$ cat config.mk
export PLATFORM = sky130hd
export DESIGN_NAME = icmp_echo_message_checker_top
export DESIGN_NICKNAME = d
export VERILOG_FILES = /design/src/rtl/icmp_ec_pkg.sv /design/src/rtl/icmp_ec_accum.sv /design/src/rtl/icmp_ec_out_reg.sv /design/src/rtl/icmp_echo_message_checker_top.sv
export SDC_FILE = /design/constraint.sdc
export NUM_CORES = 1
export LEC_CHECK = 0
export BUFFER_PORTS_ARGS = -buffer_cell sky130_fd_sc_hd__buf_4
export CAP_MARGIN = 20
export CORE_MARGIN = 1
export CORE_UTILIZATION = 36
export DETAILED_ROUTE_END_ITERATION = 8
export MAX_ROUTING_LAYER = met4
export SLEW_MARGIN = 20
export SYNTH_ARGS = -nofsm -noshare
export SYNTH_HDL_FRONTEND = slang
export SYNTH_SLANG_ARGS = --single-unit
$ cat constraint.sdc
create_clock -name clock -period 8.2 [get_ports clock]
set_clock_uncertainty 0.05 [all_clocks]
set_input_delay 0 -clock clock [delete_from_list [all_inputs] [get_ports clock]]
set_output_delay 0 -clock clock [all_outputs]
set_load 0.05 [all_outputs]
$ cat src/rtl/icmp_ec_pkg.sv
// Shared types and constants for the ICMP echo message checker.
`timescale 1ns / 1ps

package icmp_ec_pkg;

   localparam int unsigned COUNT_W = 16;
   localparam int unsigned SUM_W   = 16;

   localparam logic [COUNT_W-1:0] HDR_LEN   = 16'd8;
   localparam logic [COUNT_W-1:0] COUNT_MAX = 16'hFFFF;
   localparam logic [SUM_W-1:0]   SUM_OK    = 16'hFFFF;

   localparam logic [7:0] TYPE_REPLY   = 8'd0;
   localparam logic [7:0] TYPE_REQUEST = 8'd8;
   localparam logic [7:0] CODE_OK      = 8'd0;

   // Header byte positions
   localparam logic [COUNT_W-1:0] POS_TYPE   = 16'd0;
   localparam logic [COUNT_W-1:0] POS_CODE   = 16'd1;
   localparam logic [COUNT_W-1:0] POS_ID_HI  = 16'd4;
   localparam logic [COUNT_W-1:0] POS_ID_LO  = 16'd5;
   localparam logic [COUNT_W-1:0] POS_SEQ_HI = 16'd6;
   localparam logic [COUNT_W-1:0] POS_SEQ_LO = 16'd7;

   typedef enum logic [1:0] {
      STATUS_OK       = 2'd0,
      STATUS_BAD_TYPE = 2'd1,
      STATUS_SHORT    = 2'd2,
      STATUS_BAD_SUM  = 2'd3
   } status_type;

   typedef struct packed {
      status_type   status;
      logic [7:0]   msg_type;
      logic [7:0]   msg_code;
      logic [15:0]  echo_identifier;
      logic [15:0]  echo_sequence;
      logic [15:0]  data_length;
   } result_type;

endpackage

$ cat src/rtl/icmp_ec_accum.sv
// Byte counter, checksum accumulator, header capture and status decision.
`timescale 1ns / 1ps

module icmp_ec_accum (
   input  logic                     clock,
   input  logic                     reset,
   input  logic                     step,
   input  logic [7:0]               data_byte,
   input  logic                     last_byte,
   output icmp_ec_pkg::result_type  result
);

   logic [icmp_ec_pkg::COUNT_W-1:0] byte_count_ff, byte_count_in;
   logic [icmp_ec_pkg::SUM_W-1:0]   running_sum_ff, running_sum_in;
   logic [7:0]                      high_byte_hold_ff, high_byte_hold_in;
   logic                            word_phase_ff, word_phase_in;
   logic [7:0]                      held_type_ff, held_type_in;
   logic [7:0]                      held_code_ff, held_code_in;
   logic [15:0]                     held_identifier_ff, held_identifier_in;
   logic [15:0]                     held_sequence_ff, held_sequence_in;

   logic [15:0] word;
   logic [16:0] raw_sum;
   logic [15:0] folded_sum;
   logic [15:0] count_next;
   logic        type_ok;

   // A lone high byte on the final word is padded with a zero low half.
   assign word       = word_phase_ff ? {high_byte_hold_ff, data_byte} : {data_byte, 8'h00};
   assign raw_sum    = {1'b0, running_sum_ff} + {1'b0, word};
   assign folded_sum = raw_sum[15:0] + {15'd0, raw_sum[16]};
   assign count_next = (byte_count_ff == icmp_ec_pkg::COUNT_MAX) ?
                       byte_count_ff : byte_count_ff + 16'd1;

   always_comb begin
      held_type_in       = held_type_ff;
      held_code_in       = held_code_ff;
      held_identifier_in = held_identifier_ff;
      held_sequence_in   = held_sequence_ff;
      case (byte_count_ff)
         icmp_ec_pkg::POS_TYPE:   held_type_in = data_byte;
         icmp_ec_pkg::POS_CODE:   held_code_in = data_byte;
         icmp_ec_pkg::POS_ID_HI:  held_identifier_in[15:8] = data_byte;
         icmp_ec_pkg::POS_ID_LO:  held_identifier_in[7:0]  = data_byte;
         icmp_ec_pkg::POS_SEQ_HI: held_sequence_in[15:8]   = data_byte;
         icmp_ec_pkg::POS_SEQ_LO: held_sequence_in[7:0]    = data_byte;
         default: ;
      endcase
   end

   always_comb begin
      byte_count_in     = count_next;
      running_sum_in    = word_phase_ff ? folded_sum : running_sum_ff;
      high_byte_hold_in = word_phase_ff ? high_byte_hold_ff : data_byte;
      word_phase_in     = !word_phase_ff;
   end

   assign type_ok = (held_type_in == icmp_ec_pkg::TYPE_REQUEST ||
                     held_type_in == icmp_ec_pkg::TYPE_REPLY) &&
                    held_code_in == icmp_ec_pkg::CODE_OK;

   always_comb begin
      result = '0;
      if (count_next < icmp_ec_pkg::HDR_LEN) begin
         result.status = icmp_ec_pkg::STATUS_SHORT;
      end else if (!type_ok) begin
         result.status = icmp_ec_pkg::STATUS_BAD_TYPE;
      end else if (folded_sum != icmp_ec_pkg::SUM_OK) begin
         result.status = icmp_ec_pkg::STATUS_BAD_SUM;
      end else begin
         result.status          = icmp_ec_pkg::STATUS_OK;
         result.msg_type        = held_type_in;
         result.msg_code        = held_code_in;
         result.echo_identifier = held_identifier_in;
         result.echo_sequence   = held_sequence_in;
         result.data_length     = count_next - icmp_ec_pkg::HDR_LEN;
      end
   end

   always_ff @(posedge clock) begin
      if (reset || (step && last_byte)) begin
         byte_count_ff      <= '0;
         running_sum_ff     <= '0;
         high_byte_hold_ff  <= '0;
         word_phase_ff      <= 1'b0;
         held_type_ff       <= '0;
         held_code_ff       <= '0;
         held_identifier_ff <= '0;
         held_sequence_ff   <= '0;
      end else if (step) begin
         byte_count_ff      <= byte_count_in;
         running_sum_ff     <= running_sum_in;
         high_byte_hold_ff  <= high_byte_hold_in;
         word_phase_ff      <= word_phase_in;
         held_type_ff       <= held_type_in;
         held_code_ff       <= held_code_in;
         held_identifier_ff <= held_identifier_in;
         held_sequence_ff   <= held_sequence_in;
      end
   end

endmodule

$ cat src/rtl/icmp_ec_out_reg.sv
// Result register with valid/ready handshake.
`timescale 1ns / 1ps

module icmp_ec_out_reg (
   input  logic                     clock,
   input  logic                     reset,
   input  logic                     load,
   input  icmp_ec_pkg::result_type  load_word,
   input  logic                     out_ready,
   output logic                     out_valid,
   output icmp_ec_pkg::result_type  out_word
);

   logic                    valid_ff;
   icmp_ec_pkg::result_type word_ff;

   always_ff @(posedge clock) begin
      if (reset) begin
         valid_ff <= 1'b0;
      end else if (load) begin
         valid_ff <= 1'b1;
      end else if (out_ready) begin
         valid_ff <= 1'b0;
      end
   end

   always_ff @(posedge clock) begin
      if (load) begin
         word_ff <= load_word;
      end
   end

   assign out_valid = valid_ff;
   assign out_word  = word_ff;

endmodule

$ cat src/rtl/icmp_echo_message_checker_top.sv
// ICMP echo message checker: input register, accumulator and result register.
// A final byte passes the input register, then loads the result register.
// Throughput: one byte per cycle; the byte stream stalls only when a final
// byte finds the result register still full and not being taken.
// Reset (synchronous, active high) empties both registers and clears the
// running count, checksum and captured header fields.
`timescale 1ns / 1ps

module icmp_echo_message_checker_top (
   input  logic        clock,
   input  logic        reset,
   input  logic        req_valid,
   output logic        req_ready,
   input  logic [7:0]  req_data_byte,
   input  logic        req_last_byte,
   output logic        rsp_valid,
   input  logic        rsp_ready,
   output logic [1:0]  rsp_status,
   output logic [7:0]  rsp_msg_type,
   output logic [7:0]  rsp_msg_code,
   output logic [15:0] rsp_echo_identifier,
   output logic [15:0] rsp_echo_sequence,
   output logic [15:0] rsp_data_length
);

   logic       in_valid_ff;
   logic [7:0] in_data_ff;
   logic       in_last_ff;
   logic       advance;

   icmp_ec_pkg::result_type result;
   icmp_ec_pkg::result_type rsp_word;

   // A final byte may move on only when the result register can take it.
   assign advance   = in_valid_ff && (!in_last_ff || !rsp_valid || rsp_ready);
   assign req_ready = !in_valid_ff || advance;

   always_ff @(posedge clock) begin
      if (reset) begin
         in_valid_ff <= 1'b0;
      end else if (req_ready) begin
         in_valid_ff <= req_valid;
      end
   end

   always_ff @(posedge clock) begin
      if (req_ready && req_valid) begin
         in_data_ff <= req_data_byte;
         in_last_ff <= req_last_byte;
      end
   end

   icmp_ec_accum u_accum (
      .clock     (clock),
      .reset     (reset),
      .step      (advance),
      .data_byte (in_data_ff),
      .last_byte (in_last_ff),
      .result    (result)
   );

   icmp_ec_out_reg u_out_reg (
      .clock     (clock),
      .reset     (reset),
      .load      (advance && in_last_ff),
      .load_word (result),
      .out_ready (rsp_ready),
      .out_valid (rsp_valid),
      .out_word  (rsp_word)
   );

   assign rsp_status          = rsp_word.status;
   assign rsp_msg_type        = rsp_word.msg_type;
   assign rsp_msg_code        = rsp_word.msg_code;
   assign rsp_echo_identifier = rsp_word.echo_identifier;
   assign rsp_echo_sequence   = rsp_word.echo_sequence;
   assign rsp_data_length     = rsp_word.data_length;

endmodule
==> run summary, run 1 <==
Crit path required time: 8.39 ns
Power Total: 1900 uW
CP Data Arrival Time: 6.04 ns
clock slew seen by the registers of the worst setup and hold paths: 0.08 ns
initial DRC count: 508
switching part of the total power: 28.6%
Slowest cell on crit path: dfxtp_1
gpl congestion: 0.846
Via Count: 7,028
dpl hpwl: 13,900 um
FF-to-FF path depth: 19
cell count after synthesis: 923
initial antenna violation count: 0
Area contributors post-synth: edfxtp_1 (25%), dfxtp_1 (20%), nor4_2 (6.5%)
first-pass GRT wire length: 34,300 um
hold_ws: 0.00860 ns
total I/O pin count: 81
Post-CTS Repair Setup Buffers: 0
CTS Buffer Depth: 2
final slew viol count: 0
Final Hold Vio Count: 0
Critical Path Max Stage Delay: 0.77 ns
All-Layer GR Usage: 17.1%
Starting Density: 36.8%
largest net degree at the start of global routing: 79
CTS tree: built
Hold Crit Class: input port to register
period utilisation layout: 71.3%
Startpoint Class: register
Nets: 1,032
Fill cells: 2,353
syn avg cell area: 9.73 um2
die area: 25,600 um2
Min-Delay Endpoint: in_last_ff
Setup CP Type: register to register
status: complete, no violations
Clk pwr share: 42.5%
CP Capture Type: register
final setup margin: 2.35 ns
grt ovf: 0
crit path cell chain: mux2_2 > ha_1 > a21o_1 > o2bb2ai_1 > a2111o_1 > and2_1 > o21ai_0 > a21oi_1 > o21ai_0 > nand2b_1 > ha_1 > ha_1 > nand3_1 > nor2_1 > or3b_2 > o311ai_0 > nand4_1 > buf_4 > nor4_2
slew margin rel.: 31.7%
Routed Antenna Nets: 0
hold path start: req_valid
dpl cell area: 9890 um2
Post-Route WL: 21,100 um
pre-CTS WS: 2.35 ns
Sequential Power Share: 46.9%
Inserted Diodes: 0
number of CTS-inserted buffers: 17
clock root buffer: clkbuf_16
unrepaired setup endpoints after global routing: no
DIE HEIGHT: 160 um
setup violators final: 0
static leakage: 0.00400 uW
CTS Sinks: 166
max-cap violations: 0
Worst Setup SP: u_accum.word_phase_ff
Routed WL per cell: 15.9 um
post-CTS sizing: 0
Net Switching: 545 uW
most frequent CP cell: ha_1
share of layout cells above drive strength 1: 19.0%
Final Cell Area: 10,600 um2
Die Width: 160 um
post-route DRC violation count: 0
worst-margin pin slew: 1.03 ns
DRT Pass-1 Iters: 5
Yosys reg bits: 166
# rows: 57
Worst-Skew Late Latency: 0.42 ns
Post-synth ARST share: 0%
Max FO, Critical Path: 50
min Tclk post-route: 5.85 ns
core area: 24,400 um2
largest area contributor in the netlist: edfxtp_1
EDFF count, synth: 75
cell-internal power: 1360 uW
Comb power frac: 10.6%
hold depth: 3
vias in the first global route: 6,503
Synth top area share: 25.1%
IO Port Bufs: 80
Max rail drop VDD: 0.000105 V
FF-to-FF setup slack: 2.35 ns
synthesized area: 8980 um2
PwrDens: 179 nW/um2
Max Freq: 171 MHz
Top FF cell, synth: dfxtp_1
sequential area share after synthesis: 45.4%
Layout Area Growth over Synthesis: 18.5%
H-tree levels: 4
detail-routed via count per cell: 5.28
Synth cell types: 61
Ys Warns: 0
Reg-to-Reg End: u_out_reg.out_word[9]
RR Startpoint: u_accum.word_phase_ff
Setup TNS: 0 ns
worst max-delay path by stage:
stage	endpoint	slack, ns	cells after the start
global route	u_out_reg.out_word[8]	1.92	19
CTS	u_out_reg.out_word[9]	2.34	20
floorplan	u_out_reg.out_word[64]	3.04	22
global placement	u_out_reg.out_word[64]	2.43	20
detailed placement	u_out_reg.out_word[9]	2.35	20
finish	u_out_reg.out_word[9]	2.35	19
stage by stage:
stage | std cells | utilization [%]
floorplan | 937 | -
global placement | 1288 | 40.6
detailed placement | 1288 | 40.6
CTS | 1332 | 43.6
global route | 1332 | 43.6
finish | 1332 | 43.6
layer usage:
metal	global-route usage, %	vias to the layer above	part of all wire [%]
li1	-	3512	-
met1	22.3	3332	48
met2	27.9	172	47
met3	2.60	12	4.0
met4	4.03	0	0.79
met5	-	-	0
sequential cells by signal, indices dropped and copies added (netlist names):
register	count
in_data_ff	8
in_last_ff	1
in_valid_ff	1
u_accum.byte_count_ff	16
u_accum.held_code_ff	8
u_accum.held_identifier_ff	16
u_accum.held_sequence_ff	16
u_accum.held_type_ff	8
u_accum.high_byte_hold_ff	8
u_accum.running_sum_ff	16
u_accum.word_phase_ff	1
u_out_reg.out_valid	1
u_out_reg.out_word	66
worst max-delay path: cells and delay by family, from the launching register on:
family                   cells  cell delay [ns]
AO/OA/AOI/OAI                7             1.59
adder cells (fa/ha/maj)      3             0.90
buffers and inverters        1             0.42
flip-flops                   1             0.77
multiplexers                 1             0.42
AND/OR/NAND/NOR              7             1.48
repair_timing:
| action | 4_1_cts | 5_1_grt |
|---|---|---|
| endpoints found under the hold margin | 20 | 0 |
| endpoints found under the setup margin | 0 | 0 |
| hold buffers | 12 | 0 |
layout make-up:
type,count,area [um2],area share (%)
tap,324,405,3.81
clock buffer,17,425,4.00
sequential,166,4070,38.3
timing repair buffer,104,811,7.62
clock inverter,15,196,1.85
inverter,15,56.3,0.529
multi-input combinational,691,4670,43.9
power groups by stage:
stage / logic (uW) / clock network (uW) / registers (uW)
5_1_grt: 218 / 862 / 895
4_1_cts: 202 / 828 / 893
6_report: 202 / 810 / 893
2_1_floorplan: 118 / 0 / 935
3_3_place_gp: 197 / 0 / 912
3_5_place_dp: 197 / 0 / 912
cells in the mapped netlist (all sizes together) (4+ instances only):
cell type  number
nand2          99
dfxtp          91
edfxtp         75
nor2           74
a21oi          71
nor4           59
clkbuf         54
mux2i          51
o21ai          49
xnor2          31
ha             23
nand3          22
a211oi         20
xor2           20
nor3           18
and2           16
inv            15
and3           14
nand4          13
buf            11
a21o            8
mux2            8
o21a            8
and4            6
o211ai          6
nor2b           5
or2             5
a211o           4
nand2b          4
or3             4
layout by cell type, fill, tap and decap left out, types with 7 or more instances in the layout:
cell type and n:
buf_4 92, nand3_1 22, and3_1 13, dfxtp_1 91, nand2_1 99, a211oi_1 19, inv_1 14, a21o_1 8
o21ai_0 46, ha_1 23, a21oi_1 71, clkbuf_16 17, conb_1 15, nor4_2 47, xor2_1 20, clkinv_8 7
dlygate4sd3_1 12, nor3_1 18, nor4_1 12, mux2_2 8, edfxtp_1 75, and2_1 16, o21a_1 8, mux2i_1 51
nand4_1 13, nor2_1 74, xnor2_1 31
cell families (layout without fill, tap and decap cells):
logic type | Yosys count | after routing | synth area share, %
compound gates | 190 | 190 | 13.0
other cells | 1 | 15 | 0.0418
fa+ha+maj | 24 | 24 | 3.43
mux | 59 | 59 | 6.69
buf+inv | 80 | 151 | 3.47
simple gates | 352 | 352 | 23.0
flops | 166 | 166 | 45.4
xor+xnor | 51 | 51 | 4.97
Note: power is estimated with default switching activity, not from simulation.
==> run 2, diff against run 1 <==
==> constraint.sdc (replaced) <==
create_clock -name clock -period 4.9 [get_ports clock]
set_clock_uncertainty 0.05 [all_clocks]
set_input_delay 0 -clock clock [delete_from_list [all_inputs] [get_ports clock]]
set_output_delay 0 -clock clock [all_outputs]
set_load 0.05 [all_outputs]
==> run summary, run 2 (synthesis gave the netlist of run 1 again) <==
Max FO, Critical Path: 13 (-74%)
Max rail drop VDD: 0.000183 V (+73%)
Final Cell Area: 11,300 um2 (+6.6%)
Post-Route WL: 22,400 um (+5.9%)
final core occ: 46.5% (+2.9 points)
grt ovf: 0 (unchanged)
clock root buffer: clkbuf_16
FF-to-FF setup slack: 0.24 ns (-2.11 ns)
slew margin rel.: 29.6% (-2.1 points)
CTS Buffer Depth: 2 (unchanged)
min Tclk post-route: 4.66 ns (-1.19 ns)
Crit path buffers/inverters: 3 (+2)
max reg flops: 66 (unchanged)
final slew viol count: 0 (unchanged)
Starting Density: 36.8% (unchanged)
crit path cell chain: buf_4 > mux2_2 > ha_1 > a21o_1 > o2bb2ai_2 > a2111o_1 > and2_4 > o21ai_1 > a21oi_1 > o21ai_1 > nand2b_1 > ha_4 > ha_4 > nand3_2 > nor2_2 > or3b_4 > o311ai_4 > nand4_1 > buf_6 > clkbuf_16 > o21a_1
IO Port Bufs: 80 (unchanged)
Crit path required time: 5.04 ns (-3.35 ns)
initial antenna violation count: 0 (unchanged)
status: complete, no violations
# rows: 57 (unchanged)
H-tree levels: 4 (unchanged)
Routed WL per cell: 16.4 um (+3.1%)
core area: 24,400 um2 (unchanged)
clock slew seen by the registers of the worst setup and hold paths: 0.08 ns (about the same)
Nets: 1,068 (+3.5%)
CP top delay family: compound AO/OA/AOI/OAI gates
DRT Pass-1 Iters: 5 (unchanged)
CP Capture Type: register
die area: 25,600 um2 (unchanged)
Hold Crit Class: input port to register
Inserted Diodes: 0 (unchanged)
gpl congestion: 0.883 (+4.4%)
All-Layer GR Usage: 18.0% (+0.85 points)
FF-to-FF path depth: 21 (+2)
Layout Area Growth over Synthesis: 26.2%
Routed Antenna Nets: 0 (unchanged)
first-pass GRT wire length: 35,800 um (+4.5%)
PwrDens: 289 nW/um2 (+61%)
Power Total: 3270 uW (+72%)
CP Data Arrival Time: 4.80 ns (-1.24 ns)
Critical Path Max Stage Delay: 0.42 ns (-0.35 ns)
max-cap violations: 0 (unchanged)
dpl hpwl: 14,800 um (+6.9%)
period utilisation layout: 95.2% (+24 points)
initial DRC count: 546 (+7.5%)
commonest non-fill, non-tap cells in the layout: buf_4 (117), nand2_1 (99), dfxtp_1 (90), edfxtp_1 (75), nor2_1 (72)
static leakage: 0.00441 uW (+10%)
Startpoint Class: register
CTS Sinks: 166 (unchanged)
worst-margin pin slew: 1.06 ns (+0.0311 ns)
detail-routed via count per cell: 5.25 (-0.47%)
commonest non-fill, non-tap cell in the layout: buf_4
share of layout cells above drive strength 1: 23.7% (+4.6 points)
Die Width: 160 um (unchanged)
Max Freq: 214 MHz (+25%)
CTS tree: built
Setup CP Type: register to register
Final Hold Vio Count: 0 (unchanged)
Setup TNS: 0 ns (unchanged)
Finished Layout Cells: 1,368 (+2.7%)
Worst-Skew Late Latency: 0.43 ns (about the same)
setup violators final: 0 (unchanged)
dpl cell area: 10,200 um2 (+2.9%)
hold depth: 2 (-1)
vias in the first global route: 6,674 (+2.6%)
Via Count: 7,184 (+2.2%)
Critical Path Stages: 21 (+2)
largest net degree at the start of global routing: 68 (-14%)
DIE HEIGHT: 160 um (unchanged)
total I/O pin count: 81 (unchanged)
placed insts: 1,316 (+2.2%)
Slowest cell on crit path: a2111o_1
number of CTS-inserted buffers: 17 (unchanged)
post-route DRC violation count: 0 (unchanged)
## run 2: report_power, final
| part | switching, uW | internal [uW] |
|---|---|---|
| Clock | 690 | 712 |
| Sequential | 16.1 | 1470 |
| Combinational | 263 | 118 |
## run 2: what timing repair did
item,CTS,global route
cloned,0,3
setup buffers,1,3
hold endpoints to repair,11,0
hold buffers,13,0
setup endpoints to repair,46,50
pin swaps,2,13
gates resized for setup,2,41
## run 2: layer usage
metal	up-vias	GRT usage (%)	routed length, um	share of wire, %
met5	-	-	0	0
met4	0	5.76	321	1.4
met3	22	2.42	690	3.1
met2	145	27.3	10600	47
met1	3426	24.7	10800	48
li1	3591	-	-	-
## run 2: metrics by stage
stage               hold slack, ns  worst slack (ns)
detailed placement           0.130           -0.0395
floorplan                   0.0191           0.00567
global route                 0.221           -0.0256
CTS                          0.225           0.00215
finish                       0.241             0.236
global placement             0.129             0.125
## run 2: worst paths after layout
path | startpoint | to
worst max register to register | in_data_ff[0] | u_out_reg.out_word[64]
worst max-delay path | in_data_ff[0] | u_out_reg.out_word[64]
worst min-delay path | req_data_byte[7] | in_data_ff[7]
worst min register to register | u_accum.high_byte_hold_ff[4] | u_accum.high_byte_hold_ff[4]
## run 2: layout make-up
| cell class | instances | area, um2 |
|---|---|---|
| fillers | 2300 | 13100 |
| well taps | 324 | 405 |
| clock buffers | 17 | 425 |
| clock inverters | 15 | 209 |
| inverters | 15 | 56.3 |
| repair buffers | 140 | 1200 |
| flip-flops and latches | 166 | 4080 |
| multi-input cells | 691 | 4970 |
==> run 3, diff against run 2 <==
--- a/config.mk
+++ b/config.mk
@@ -7,10 +7,12 @@
 export LEC_CHECK = 0
 export BUFFER_PORTS_ARGS = -buffer_cell sky130_fd_sc_hd__buf_4
 export CAP_MARGIN = 20
+export CORE_ASPECT_RATIO = 0.8
 export CORE_MARGIN = 1
 export CORE_UTILIZATION = 36
 export DETAILED_ROUTE_END_ITERATION = 8
 export MAX_ROUTING_LAYER = met4
+export PLACE_DENSITY = 0.63
 export SLEW_MARGIN = 20
 export SYNTH_ARGS = -nofsm -noshare
 export SYNTH_HDL_FRONTEND = slang
==> run summary, run 3 (synthesis gave the netlist of run 1 again) <==
commonest non-fill, non-tap cells in the layout: buf_4 (120), nand2_1 (99), dfxtp_1 (90), edfxtp_1 (75), nor2_1 (74)
period utilisation layout: 96.9% (+1.7 points)
Finished Layout Cells: 1,363 (-0.37%)
static leakage: 0.00443 uW (+0.30%)
CP Capture Type: register
Setup CP Type: register to register
DIE HEIGHT: 143 um (-10%)
Fill cells: 2,282 (-0.78%)
PwrDens: 282 nW/um2 (-2.4%)
post-route DRC violation count: 0 (unchanged)
Starting Density: 36.7% (-0.074 points)
switching part of the total power: 28.0% (-1.6 points)
IO Port Bufs: 80 (unchanged)
Net Switching: 897 uW (-7.5%)
DRT Pass-1 Iters: 5 (unchanged)
Routed WL per cell: 17.8 um (+8.9%)
final slew viol count: 0 (unchanged)
RR Startpoint: in_data_ff[0]
Hold Crit Class: input port to register
CTS Sinks: 166 (unchanged)
commonest non-fill, non-tap cell in the layout: buf_4
Sequential Power Share: 46.6% (+1.1 points)
Max rail drop VDD: 0.000240 V (+31%)
crit path cell chain: buf_4 > mux2_2 > ha_2 > nand3_1 > nor2_1 > a2111o_1 > and2_4 > o21ai_2 > a21oi_2 > o21ai_1 > nand2b_1 > ha_4 > ha_4 > nand3_4 > nor2_1 > buf_4 > or4bb_1 > o311ai_4 > nand4_1 > buf_6 > clkbuf_16 > nor4_2
die area: 25,600 um2 (about the same)
share of layout cells above drive strength 1: 24.3% (+0.65 points)
Critical Path Max Stage Delay: 0.45 ns (+0.03 ns)
Max FO, Critical Path: 13 (unchanged)
dpl hpwl: 14,900 um (+0.26%)
largest net degree at the start of global routing: 68 (unchanged)
min Tclk post-route: 4.75 ns (+0.0836 ns)
status: complete, no violations
Clk pwr share: 41.3% (-1.6 points)
initial antenna violation count: 0 (unchanged)
placed insts: 1,305 (-0.84%)
initial DRC count: 625 (+14%)
vias in the first global route: 6,609 (-0.97%)
# rows: 51 (-11%)
gpl congestion: 0.878 (-0.57%)
final core occ: 46.5% (+0.056 points)
clock slew seen by the registers of the worst setup and hold paths: 0.07 ns (about the same)
detail-routed via count per cell: 5.52 (+5.2%)
Inserted Diodes: 0 (unchanged)
number of CTS-inserted buffers: 17 (unchanged)
CTS tree: built
Max Freq: 211 MHz (-1.8%)
H-tree levels: 4 (unchanged)
Worst-Skew Late Latency: 0.43 ns (about the same)
Nets: 1,069 (+0.094%)
Comb power frac: 12.1% (+0.5 points)
hold path start: req_valid
grt ovf: 0 (unchanged)
CTS Buffer Depth: 2 (unchanged)
slew margin rel.: 18.0% (-12 points)
final setup margin: 0.152 ns (-0.0836 ns)
max-cap violations: 0 (unchanged)
clock root buffer: clkbuf_16
max reg flops: 66 (unchanged)
core area: 24,400 um2 (+0.20%)
first-pass GRT wire length: 35,600 um (-0.41%)
All-Layer GR Usage: 18.4% (+0.45 points)
Startpoint Class: register
Routed Antenna Nets: 0 (unchanged)
setup violators final: 0 (unchanged)
Worst Setup SP: in_data_ff[0]
Via Count: 7,528 (+4.8%)
worst-margin pin slew: 1.23 ns (+0.174 ns)
pre-CTS WS: -0.0202 ns (+0.0193 ns)
Die Width: 179 um (+12%)
Slowest cell on crit path: or4bb_1
Final Hold Vio Count: 0 (unchanged)
Crit path required time: 5.10 ns (+0.06 ns)
cell-internal power: 2310 uW (+0.18%)
Post-Route WL: 24,300 um (+8.5%)
total I/O pin count: 81 (unchanged)
CP Data Arrival Time: 4.95 ns (+0.15 ns)
Layout Area Growth over Synthesis: 26.6%
Setup TNS: 0 ns (unchanged)
unrepaired setup endpoints after global routing: yes
-- run 3: area by class of cell --
type                       instances  area, um2  area share (%)
timing repair buffer             141       1210            10.6
multi-input combinational        691       5060            44.5
clock inverter                    14        143            1.25
tap                              318        398            3.50
sequential                       166       4080            35.9
clock buffer                      18        429            3.77
inverter                          15       56.3           0.495
-- run 3: stage by stage --
step	area [um2]	hold WS, ns	power (uW)
after CTS	10800	0.0595	3190
after detailed placement	10100	0.127	1870
after global routing	11400	0.102	3300
after global placement	10100	0.125	1870
final	11400	0.0702	3200
after floorplan	9130	0.0191	1770
-- run 3: layer usage --
metal	wire length (um)	vias to the layer above	track usage, %
met4	182	0	3.57
met5	0	-	-
met2	10700	226	26.8
met1	12100	3666	26.7
met3	1330	22	3.04
li1	-	3614	-
-- run 3: critical path, delay by kind of cell (launching register included) --
| family | cells | cell delay (ns) |
|---|---|---|
| simple gates | 9 | 1.76 |
| buf+inv | 4 | 0.76 |
| fa+ha+maj | 3 | 0.71 |
| compound gates | 5 | 0.59 |
| flops | 1 | 0.39 |
| mux | 1 | 0.29 |
-- run 3: repair_timing --
item	in CTS	in global routing
gates cloned	1	6
hold endpoints to repair	11	0
resized for setup	3	52
pin swaps	2	29
endpoints found under the setup margin	10	50
hold buffers	12	0
buffers inserted	1	6
-- run 3: path summary, 6_finish.rpt --
kind                                                     end  slack [ns]  cells past startpoint
worst max register to register        u_out_reg.out_word[15]        0.15                     22
worst max-delay path                  u_out_reg.out_word[15]        0.15                     22
worst min register to register  u_accum.high_byte_hold_ff[5]        0.40                      2
worst min-delay path                           in_data_ff[5]        0.07                      3
-- run 3: power groups by stage --
stage	clock (uW)	sequential (uW)	combinational, uW
5_1_grt	1400	1490	414
3_3_place_gp	0	1520	346
6_report	1320	1490	387
2_1_floorplan	0	1560	202
3_5_place_dp	0	1520	348
4_1_cts	1340	1490	358
